## config.mk

```make
export PLATFORM = sky130hd
export DESIGN_NAME = pot_scan_calibrate_change_detect
export DESIGN_NICKNAME = d
export VERILOG_FILES = /design/src/hw/rtl/pscd_pkg.sv /design/src/hw/rtl/pot_scan_calibrate_change_detect.sv
export SDC_FILE = /design/constraint.sdc
export NUM_CORES = 1
export LEC_CHECK = 0
export BUFFER_PORTS_ARGS = -buffer_cell sky130_fd_sc_hd__buf_2
export CORE_MARGIN = 10
export CORE_UTILIZATION = 45
export DETAILED_ROUTE_END_ITERATION = 10
export SLEW_MARGIN = 30
export SYNTH_ARGS = -nofsm -noshare
export SYNTH_HDL_FRONTEND = slang
export SYNTH_SLANG_ARGS = --single-unit
```

## constraint.sdc

```tcl
create_clock -name i_clk -period 6.61 [get_ports i_clk]
set_input_delay 0.3305 -clock i_clk [delete_from_list [all_inputs] [get_ports i_clk]]
set_output_delay 0.3305 -clock i_clk [all_outputs]
set_load 0.01 [all_outputs]
```

## src/hw/rtl/pscd_pkg.sv

```systemverilog
// pscd_pkg: shared types and constants for the pot scan calibrate / change detect block
// word structs, configuration register indexes, sequencer states
// no dependencies
`timescale 1ns / 1ps

package pscd_pkg;

    localparam int CHAN_W    = 4;
    localparam int VALUE_W   = 10;
    localparam int CFG_IDX_W = 2;
    localparam int DIV_STEPS = 10;
    localparam int CNT_W     = 4;

    localparam logic [VALUE_W-1:0] VALUE_MAX     = 10'd1023;
    localparam logic [VALUE_W-1:0] SENS_RESET    = 10'd8;
    localparam logic [VALUE_W-1:0] CAL_LOW_RESET = 10'd0;

    // input word
    typedef struct packed {
        logic [CHAN_W-1:0]  scan_channel;
        logic [VALUE_W-1:0] raw_sample;
    } t_in_word;

    // result word
    typedef struct packed {
        logic [CHAN_W-1:0]  channel_out;
        logic [VALUE_W-1:0] value_out;
        logic               changed;
    } t_out_word;

    // configuration register indexes
    typedef enum logic [CFG_IDX_W-1:0] {
        CFG_SENSITIVITY = 2'd0,
        CFG_CAL_LOW     = 2'd1,
        CFG_CAL_HIGH    = 2'd2
    } t_cfg_idx;

    // sequencer states
    typedef enum logic [1:0] {
        ST_IDLE,
        ST_PREP,
        ST_DIV,
        ST_CHECK
    } t_state;

endpackage

```

## src/hw/rtl/pot_scan_calibrate_change_detect.sv

```systemverilog
// pot_scan_calibrate_change_detect: slider calibration and deadband change detection
// for a multiplexed 10-bit converter scan, one sequential restoring divider inside
// depends on pscd_pkg
`timescale 1ns / 1ps

// Usage
//   input channel: i_in_valid / o_in_ready carry one word (scan channel, raw sample)
//   output channel: o_out_valid / i_out_ready carry one word (channel, value, changed)
//   config port: i_cfg_we writes i_cfg_data to register i_cfg_idx
//     (0 sensitivity, 1 slider low point, 2 slider high point); write only while idle, not enforced by the block
// Flow
//   a slider word that needs the divider goes through a setup state, ten restoring
//   division steps on the shared subtract/compare unit and a check state
//   other channels, and slider words that clamp or have equal calibration points,
//   skip the divider and go from the setup state straight to the check state
//   one word is in work at a time; the next is taken once the block is back idle
// Reset
//   registers return to sensitivity 8, low point 0, high point 1023, and every
//   last reported value clears to zero; no clearing pass is needed
// Stall
//   the result sits in an output register; a new word is still taken and worked
//   on, and waits in the check cycle until the held result is taken
module pot_scan_calibrate_change_detect #(
    parameter int NUM_CHANNELS = 16,
    parameter int SLIDER_COUNT = 5
) (
    input  logic                              i_clk,
    input  logic                              i_rst_n,
    input  logic                              i_in_valid,
    output logic                              o_in_ready,
    input  pscd_pkg::t_in_word                i_in,
    output logic                              o_out_valid,
    input  logic                              i_out_ready,
    output pscd_pkg::t_out_word               o_out,
    input  logic                              i_cfg_we,
    input  logic [pscd_pkg::CFG_IDX_W-1:0]    i_cfg_idx,
    input  logic [pscd_pkg::VALUE_W-1:0]      i_cfg_data
);

    localparam int CHAN_SPAN = 1 << pscd_pkg::CHAN_W;
    localparam int DEPTH     = (NUM_CHANNELS < CHAN_SPAN) ? NUM_CHANNELS : CHAN_SPAN;
    localparam int ADDR_W    = (DEPTH > 1) ? $clog2(DEPTH) : 1;

    // configuration registers
    logic [pscd_pkg::VALUE_W-1:0] r_sens;
    logic [pscd_pkg::VALUE_W-1:0] r_cal_low;
    logic [pscd_pkg::VALUE_W-1:0] r_cal_high;

    // sequencer and working registers
    pscd_pkg::t_state             r_state, n_state;
    logic [pscd_pkg::CHAN_W-1:0]  r_ch;
    logic [pscd_pkg::VALUE_W-1:0] r_raw;
    logic                         r_zero;
    logic                         r_ovf;
    logic [pscd_pkg::VALUE_W-1:0] r_rem;
    logic [pscd_pkg::VALUE_W-1:0] r_quo;
    logic [pscd_pkg::VALUE_W-1:0] r_dsr;
    logic [pscd_pkg::CNT_W-1:0]   r_cnt;

    // last reported values
    logic [pscd_pkg::VALUE_W-1:0] r_last [DEPTH];

    // output register
    logic                         r_out_valid;
    pscd_pkg::t_out_word          r_out;

    logic w_accept;
    logic w_commit;
    logic w_slider;
    logic w_stored;

    // config writes, unknown index ignored
    always_ff @(posedge i_clk) begin
        if (!i_rst_n) begin
            r_sens     <= pscd_pkg::SENS_RESET;
            r_cal_low  <= pscd_pkg::CAL_LOW_RESET;
            r_cal_high <= pscd_pkg::VALUE_MAX;
        end else if (i_cfg_we) begin
            case (pscd_pkg::t_cfg_idx'(i_cfg_idx))
                pscd_pkg::CFG_SENSITIVITY: r_sens     <= i_cfg_data;
                pscd_pkg::CFG_CAL_LOW:     r_cal_low  <= i_cfg_data;
                pscd_pkg::CFG_CAL_HIGH:    r_cal_high <= i_cfg_data;
                default: ;
            endcase
        end
    end

    // channel classes
    assign w_slider = ({1'b0, r_ch} < 5'(SLIDER_COUNT));
    assign w_stored = ({3'b000, r_ch} < 7'(NUM_CHANNELS));

    // setup: offset times 1023 and span, signs, overflow check
    logic signed [10:0] w_off;
    logic signed [10:0] w_span;
    logic [20:0]        w_off_ext;
    logic [20:0]        w_num;
    logic [20:0]        w_num_neg;
    logic [19:0]        w_num_mag;
    logic [10:0]        w_span_neg;
    logic [9:0]         w_span_mag;
    logic               w_zero;
    logic               w_ovf;

    always_comb begin
        w_off      = $signed({1'b0, r_raw}) - $signed({1'b0, r_cal_low});
        w_span     = $signed({1'b0, r_cal_high}) - $signed({1'b0, r_cal_low});
        w_off_ext  = {{10{w_off[10]}}, w_off};
        w_num      = (w_off_ext << 10) - w_off_ext;
        w_num_neg  = 21'd0 - w_num;
        w_num_mag  = w_num[20] ? w_num_neg[19:0] : w_num[19:0];
        w_span_neg = 11'd0 - w_span;
        w_span_mag = w_span[10] ? w_span_neg[9:0] : w_span[9:0];
        // negative quotient truncates to zero or below, clamps to zero
        w_zero     = (w_span == 11'sd0) || ((w_num[20] != w_span[10]) && (w_num != 21'd0));
        w_ovf      = (w_num_mag[19:10] >= w_span_mag);
    end

    // shared subtract/compare unit: one restoring division step
    logic [11:0] w_trial;
    logic        w_fits;

    always_comb begin
        w_trial = {1'b0, r_rem, r_quo[9]} - {2'b00, r_dsr};
        w_fits  = !w_trial[11];
    end

    // conditioned value and deadband check
    logic [pscd_pkg::VALUE_W-1:0] w_val;
    logic [pscd_pkg::VALUE_W-1:0] w_prev;
    logic [pscd_pkg::VALUE_W-1:0] w_diff;
    logic [ADDR_W-1:0]            w_addr;
    logic                         w_changed;

    always_comb begin
        if (!w_slider) begin
            w_val = r_raw;
        end else if (r_zero) begin
            w_val = '0;
        end else if (r_ovf) begin
            w_val = pscd_pkg::VALUE_MAX;
        end else begin
            w_val = r_quo;
        end
        w_addr    = r_ch[ADDR_W-1:0];
        w_prev    = r_last[w_addr];
        w_diff    = (w_val > w_prev) ? (w_val - w_prev) : (w_prev - w_val);
        w_changed = w_stored && (w_diff > r_sens);
    end

    // next state
    always_comb begin
        n_state = r_state;
        case (r_state)
            pscd_pkg::ST_IDLE: begin
                if (i_in_valid) n_state = pscd_pkg::ST_PREP;
            end
            pscd_pkg::ST_PREP: begin
                if (w_slider && (w_span != 11'sd0) && !w_zero && !w_ovf) begin
                    n_state = pscd_pkg::ST_DIV;
                end else begin
                    n_state = pscd_pkg::ST_CHECK;
                end
            end
            pscd_pkg::ST_DIV: begin
                if (r_cnt == pscd_pkg::CNT_W'(pscd_pkg::DIV_STEPS - 1)) begin
                    n_state = pscd_pkg::ST_CHECK;
                end
            end
            pscd_pkg::ST_CHECK: begin
                if (!r_out_valid || i_out_ready) n_state = pscd_pkg::ST_IDLE;
            end
            default: n_state = pscd_pkg::ST_IDLE;
        endcase
    end

    // sequencer outputs
    always_comb begin
        o_in_ready = 1'b0;
        w_commit   = 1'b0;
        case (r_state)
            pscd_pkg::ST_IDLE:  o_in_ready = 1'b1;
            pscd_pkg::ST_CHECK: w_commit   = !r_out_valid || i_out_ready;
            default: ;
        endcase
    end

    assign w_accept = i_in_valid && o_in_ready;

    // control registers
    always_ff @(posedge i_clk) begin
        if (!i_rst_n) begin
            r_state     <= pscd_pkg::ST_IDLE;
            r_cnt       <= '0;
            r_out_valid <= 1'b0;
        end else begin
            r_state <= n_state;
            if (r_state == pscd_pkg::ST_DIV) begin
                r_cnt <= r_cnt + 1'b1;
            end else begin
                r_cnt <= '0;
            end
            if (w_commit) begin
                r_out_valid <= 1'b1;
            end else if (i_out_ready) begin
                r_out_valid <= 1'b0;
            end
        end
    end

    // datapath registers
    always_ff @(posedge i_clk) begin
        if (w_accept) begin
            r_ch  <= i_in.scan_channel;
            r_raw <= i_in.raw_sample;
        end
        case (r_state)
            pscd_pkg::ST_PREP: begin
                r_zero <= w_zero;
                r_ovf  <= w_ovf;
                r_rem  <= w_num_mag[19:10];
                r_quo  <= w_num_mag[9:0];
                r_dsr  <= w_span_mag;
            end
            pscd_pkg::ST_DIV: begin
                r_rem <= w_fits ? w_trial[9:0] : {r_rem[8:0], r_quo[9]};
                r_quo <= {r_quo[8:0], w_fits};
            end
            default: ;
        endcase
        if (w_commit) begin
            r_out.channel_out <= r_ch;
            r_out.value_out   <= w_val;
            r_out.changed     <= w_changed;
        end
    end

    // last reported value store
    always_ff @(posedge i_clk) begin
        if (!i_rst_n) begin
            for (int i = 0; i < DEPTH; i++) begin
                r_last[i] <= '0;
            end
        end else if (w_commit && w_changed) begin
            r_last[w_addr] <= w_val;
        end
    end

    assign o_out_valid = r_out_valid;
    assign o_out       = r_out;

    // an accepted word always starts with the setup cycle
    a_accept_prep: assert property (@(posedge i_clk) disable iff (!i_rst_n)
        w_accept |=> (r_state == pscd_pkg::ST_PREP))
        else $error("accepted word did not enter setup");

    // division step count stays within the quotient width
    a_div_count: assert property (@(posedge i_clk) disable iff (!i_rst_n)
        (r_state == pscd_pkg::ST_DIV) |-> (r_cnt < pscd_pkg::CNT_W'(pscd_pkg::DIV_STEPS)))
        else $error("division ran past its step count");

    // leaving the check cycle leaves a result in the output register
    a_commit_out: assert property (@(posedge i_clk) disable iff (!i_rst_n)
        w_commit |=> r_out_valid)
        else $error("committed result not presented");

    // a held changed result matches the latched value for its channel
    a_latched: assert property (@(posedge i_clk) disable iff (!i_rst_n)
        (r_out_valid && r_out.changed) |->
            (r_last[r_out.channel_out[ADDR_W-1:0]] == r_out.value_out))
        else $error("changed result not latched");

endmodule
```

==> results.yml <==
setup_path:
  crit_end: "r_ovf"
  setup.worst_path.end_class: "register"
  timing_worst_setup_path_type: "reg -> reg"
  crit-reg2reg-launch: "r_raw[0]"
  reg2reg_depth: 30
  endpoint_arrival_time_on_the_critical_path_ns: 6.64
  timing.critical_path.slowest_stage_cell: "sky130_fd_sc_hd__edfxtp_1"
  rrSetupSlack_ns: 0.27
  cell_type_with_the_highest_occurrence_count_on_the_critical_path: "sky130_fd_sc_hd__a21o_1"
  cp_data_required_time_ns: 6.91
  slowest_delay_ns: 0.38
  timing.critical_path.from_type: "register"
  max_fo_critical_path: 7
  beginning_of_the_critical_path: "r_raw[0]"
  rr_endpoint: "r_ovf"
logic_synthesis:
  yosys_warnings: 0
  syn_inst: 1385
  synthDistinctLibCells: 75
  synth_edf_count: 221
  synth_top_flop_cell: "sky130_fd_sc_hd__edfxtp_1"
  postSynthNetCount: 1504
  synth_area_per_cell_sq_um: 10.9
  synth_async_sr_flop_share_pct: 0
  syn_area_sq_um: 15200
  post_synthesis_sequential_area_ratio_pct: 49.2
  ys_ff_latch: 262
die:
  site_rows: 67
  start_util_pct: 45.4
  num_io_pins: 48
  design.die.area_sq_um: 41400
  floorplan.die.height_um: 203
  coreArea_sq_um: 33400
  die_width_um: 203
sta:
  timing.fmax_mhz: 158
  layout_min_cycle_time_ns: 6.34
  fin_skew_ns: 0.0310
  finalCritPeriodShare_pct: 95.9
  hold_violations: 0
  report.final.setup_viol: 0
  setup_total_negative_slack_ns: 0
  worst_hold_slack_ns: 0.0282
  finalMaxSlewViolations: 0
  worst-slew-pin-transition_ns: 0.699
  timing.slew.headroom_pct: 53.0
power:
  switching_power_mw: 3.50
  p_clk_share_pct: 17.7
  cellPowerDensity_nw_per_um2: 482
  switching_share_pct: 40.6
  vdd_ir_drop_max_mv: 0.290
  comb_power_share_pct: 56.2
  leakage_nw: 7.06
  design_internal_power_mw: 5.11
  p_seq_share_pct: 26.0
route:
  firstDrtPassIters: 5
  vias_per_cell: 5.58
  via_count: 11000
  routedWlPerCell_um: 20.0
  detail-route-antenna-nets: 0
  drt-total-wl_mm: 39.4
  number_of_drc_violations_after_detailed_routing: 0
  detailedRoute.firstIterationViolations: 924
finish:
  num-fill-cells: 2905
  multiInputGateArea_sq_um: 7220
  drive_gt1_share_pct: 20.0
  sequential_cell_area_sq_um: 7460
  area_growth_syn_to_layout_pct: 17.9
  fin_nets: 1621
grt:
  grt_start_max_net_pins: 52
  globalRoute.totalOverflow: 0
  grt_pass1_wl_mm: 60.5
  vias_in_the_first_global_route: 10700
  antenna_found_initial: 1
  grt.total_usage_pct: 18.5
clock_tree:
  cts.reportedPaths.clkPinSlew_ns: 0.06
  clock_latency_at_the_later_pin_of_the_worst_skew_pair_ns: 0.56
  cts-root-buf: "sky130_fd_sc_hd__clkbuf_16"
  htree_levels: 1
  clock_tree_from_tritoncts: "built"
  cts_buffer_depth: 3
  cts.sink_count: 262
  cts_made_buffers: 28
placed_design:
  post-dp-hpwl_mm: 29.7
  routabilityCongestion: 0.881
  io_buffer_count: 47
status:
  outcome: "finished, final reports clean"
job:
  drv.max_cap_violation_count: 0
min_path:
  worst_hold_path_type: "in -> reg"
stage by stage:
step	instances	total power [mW]	worst slack [ns]	area, sq um	util [%]
final	1971	8.61	0.272	17900	53.5
after floorplan	1385	5.51	0.0184	15200	-
after global placement	1898	6.77	0.200	16600	49.7
after CTS	1959	8.38	0.0513	17600	52.8
after detailed placement	1898	6.83	0.0646	16600	49.8
after global routing	1970	9.21	-0.0601	17900	53.5
power groups by stage:
stage	sequential (mW)	clock, mW	combinational (mW)
floorplan	2.21	0	3.30
global route	2.26	1.62	5.33
global placement	2.27	0	4.51
finish	2.24	1.53	4.84
detailed placement	2.27	0	4.56
CTS	2.23	1.55	4.60
cells in the mapped netlist, types with 5 or more instances:
master / count / area [sq um]
sky130_fd_sc_hd__o31ai_1: 6 / 45.0
sky130_fd_sc_hd__xor2_1: 17 / 149
sky130_fd_sc_hd__a21boi_0: 6 / 45.0
sky130_fd_sc_hd__nand2b_1: 8 / 50.1
sky130_fd_sc_hd__xnor2_1: 45 / 394
sky130_fd_sc_hd__inv_1: 98 / 368
sky130_fd_sc_hd__nor3_1: 30 / 150
sky130_fd_sc_hd__nand3_1: 26 / 130
sky130_fd_sc_hd__o21a_1: 13 / 97.6
sky130_fd_sc_hd__and3_1: 5 / 31.3
sky130_fd_sc_hd__mux2i_1: 30 / 300
sky130_fd_sc_hd__mux4_2: 50 / 1130
sky130_fd_sc_hd__clkbuf_1: 61 / 229
sky130_fd_sc_hd__nand4_1: 7 / 43.8
sky130_fd_sc_hd__dfxtp_1: 41 / 821
sky130_fd_sc_hd__nor4_1: 11 / 68.8
sky130_fd_sc_hd__ha_1: 83 / 1040
sky130_fd_sc_hd__edfxtp_1: 221 / 6640
sky130_fd_sc_hd__a21o_1: 17 / 128
sky130_fd_sc_hd__nand2_1: 100 / 375
sky130_fd_sc_hd__mux2_2: 21 / 236
sky130_fd_sc_hd__nor2b_1: 34 / 213
sky130_fd_sc_hd__or3_1: 9 / 56.3
sky130_fd_sc_hd__fa_1: 5 / 100
sky130_fd_sc_hd__a21oi_1: 55 / 275
sky130_fd_sc_hd__a31oi_1: 6 / 37.5
sky130_fd_sc_hd__buf_1: 8 / 30.0
sky130_fd_sc_hd__a311oi_1: 5 / 43.8
sky130_fd_sc_hd__nor2_1: 232 / 871
sky130_fd_sc_hd__a211oi_1: 7 / 52.6
sky130_fd_sc_hd__o221ai_1: 5 / 43.8
sky130_fd_sc_hd__and2_1: 7 / 43.8
sky130_fd_sc_hd__a211o_1: 8 / 70.1
sky130_fd_sc_hd__o21ai_0: 36 / 180
sky130_fd_sc_hd__o211ai_1: 7 / 52.6
critical path, delay by kind of cell, from the launching register on:
family / cells / cell delay [ns]
AND/OR/NAND/NOR: 5 / 0.69
AO/OA/AOI/OAI: 16 / 3.28
buffers and inverters: 4 / 0.43
XOR/XNOR: 1 / 0.23
flip-flops: 1 / 0.38
adder cells (fa/ha/maj): 4 / 1.10
repair_timing:
action	4_1_cts	5_1_grt
hold buffers	11	1
gates resized for setup	0	33
endpoints found under the setup margin	0	300
buffers inserted	0	9
hold endpoints to repair	11	1
routing by layer:
metal  share of wire (%)  wire (um)  global-route usage, %
met4                 1.4        550                   3.68
met1                  46      18300                   27.0
met3                 8.3       3280                   3.79
met2                  44      17300                   27.9
met5               0.035         14                      0
final cells by class:
cell class | count | share of cell area, %
Tap cell | 448 | 3.14
Timing Repair Buffer | 157 | 7.53
Sequential cell | 262 | 41.8
Antenna cell | 1 | 0.0140
Clock inverter | 14 | 0.827
Clock buffer | 36 | 4.15
Multi-Input combinational cell | 952 | 40.4
Inverter | 101 | 2.12
cell usage in the layout, fill, tap and decap left out, types with 11 or more instances in the layout:
master / synthesis / layout
sky130_fd_sc_hd__a21o_1: 17 / 17
sky130_fd_sc_hd__a21oi_1: 55 / 47
sky130_fd_sc_hd__buf_12: 0 / 18
sky130_fd_sc_hd__buf_2: 1 / 47
sky130_fd_sc_hd__buf_4: 0 / 76
sky130_fd_sc_hd__clkbuf_16: 0 / 29
sky130_fd_sc_hd__dfxtp_1: 41 / 39
sky130_fd_sc_hd__dlygate4sd3_1: 0 / 12
sky130_fd_sc_hd__edfxtp_1: 221 / 221
sky130_fd_sc_hd__ha_1: 83 / 76
sky130_fd_sc_hd__inv_1: 98 / 98
sky130_fd_sc_hd__mux2_2: 21 / 21
sky130_fd_sc_hd__mux2i_1: 30 / 28
sky130_fd_sc_hd__mux4_2: 50 / 50
sky130_fd_sc_hd__nand2_1: 100 / 100
sky130_fd_sc_hd__nand3_1: 26 / 26
sky130_fd_sc_hd__nor2_1: 232 / 232
sky130_fd_sc_hd__nor2b_1: 34 / 33
sky130_fd_sc_hd__nor3_1: 30 / 30
sky130_fd_sc_hd__nor4_1: 11 / 11
sky130_fd_sc_hd__o21a_1: 13 / 13
sky130_fd_sc_hd__o21ai_0: 36 / 33
sky130_fd_sc_hd__xnor2_1: 45 / 45
sky130_fd_sc_hd__xor2_1: 17 / 17
sequential cells by signal, indices dropped and copies added (netlist names), named ones only:
name,count
r_state,2
r_ovf,1
r_last,160
r_sens,10
r_raw,10
r_rem,10
r_quo,10
r_cal_high,10
r_dsr,10
r_cnt,4
r_zero,1
o_out,15
r_ch,4
r_cal_low,10
o_out_valid,1
worst min path at each step:
stage | from | to | slack (ns) | cells past startpoint
2_1_floorplan | r_ch[1] | o_out[12] | 0.42 | 0
3_3_place_gp | r_cnt[0] | r_cnt[0] | 0.45 | 1
3_5_place_dp | r_cnt[0] | r_cnt[0] | 0.46 | 1
4_1_cts | i_in[11] | r_ch[1] | 0.001 | 1
5_1_grt | i_in[10] | r_ch[0] | 0.01 | 1
6_report | i_in[10] | r_ch[0] | 0.03 | 1
cells by family (layout without fill, tap and decap cells):
kind of cell / Yosys count / in the layout / synth area share, %
muxes: 102 / 102 / 11.0
AOI/OAI and AO/OA: 208 / 208 / 9.48
and+or+nand+nor: 490 / 490 / 14.7
DFF: 262 / 262 / 49.2
xor gates and xnor gates: 63 / 63 / 3.77
buffers and inverters: 171 / 308 / 4.24
adders and majority gates: 89 / 89 / 7.59
other: 0 / 1 / 0
No activity file was read; power rests on OpenSTA's default activity.
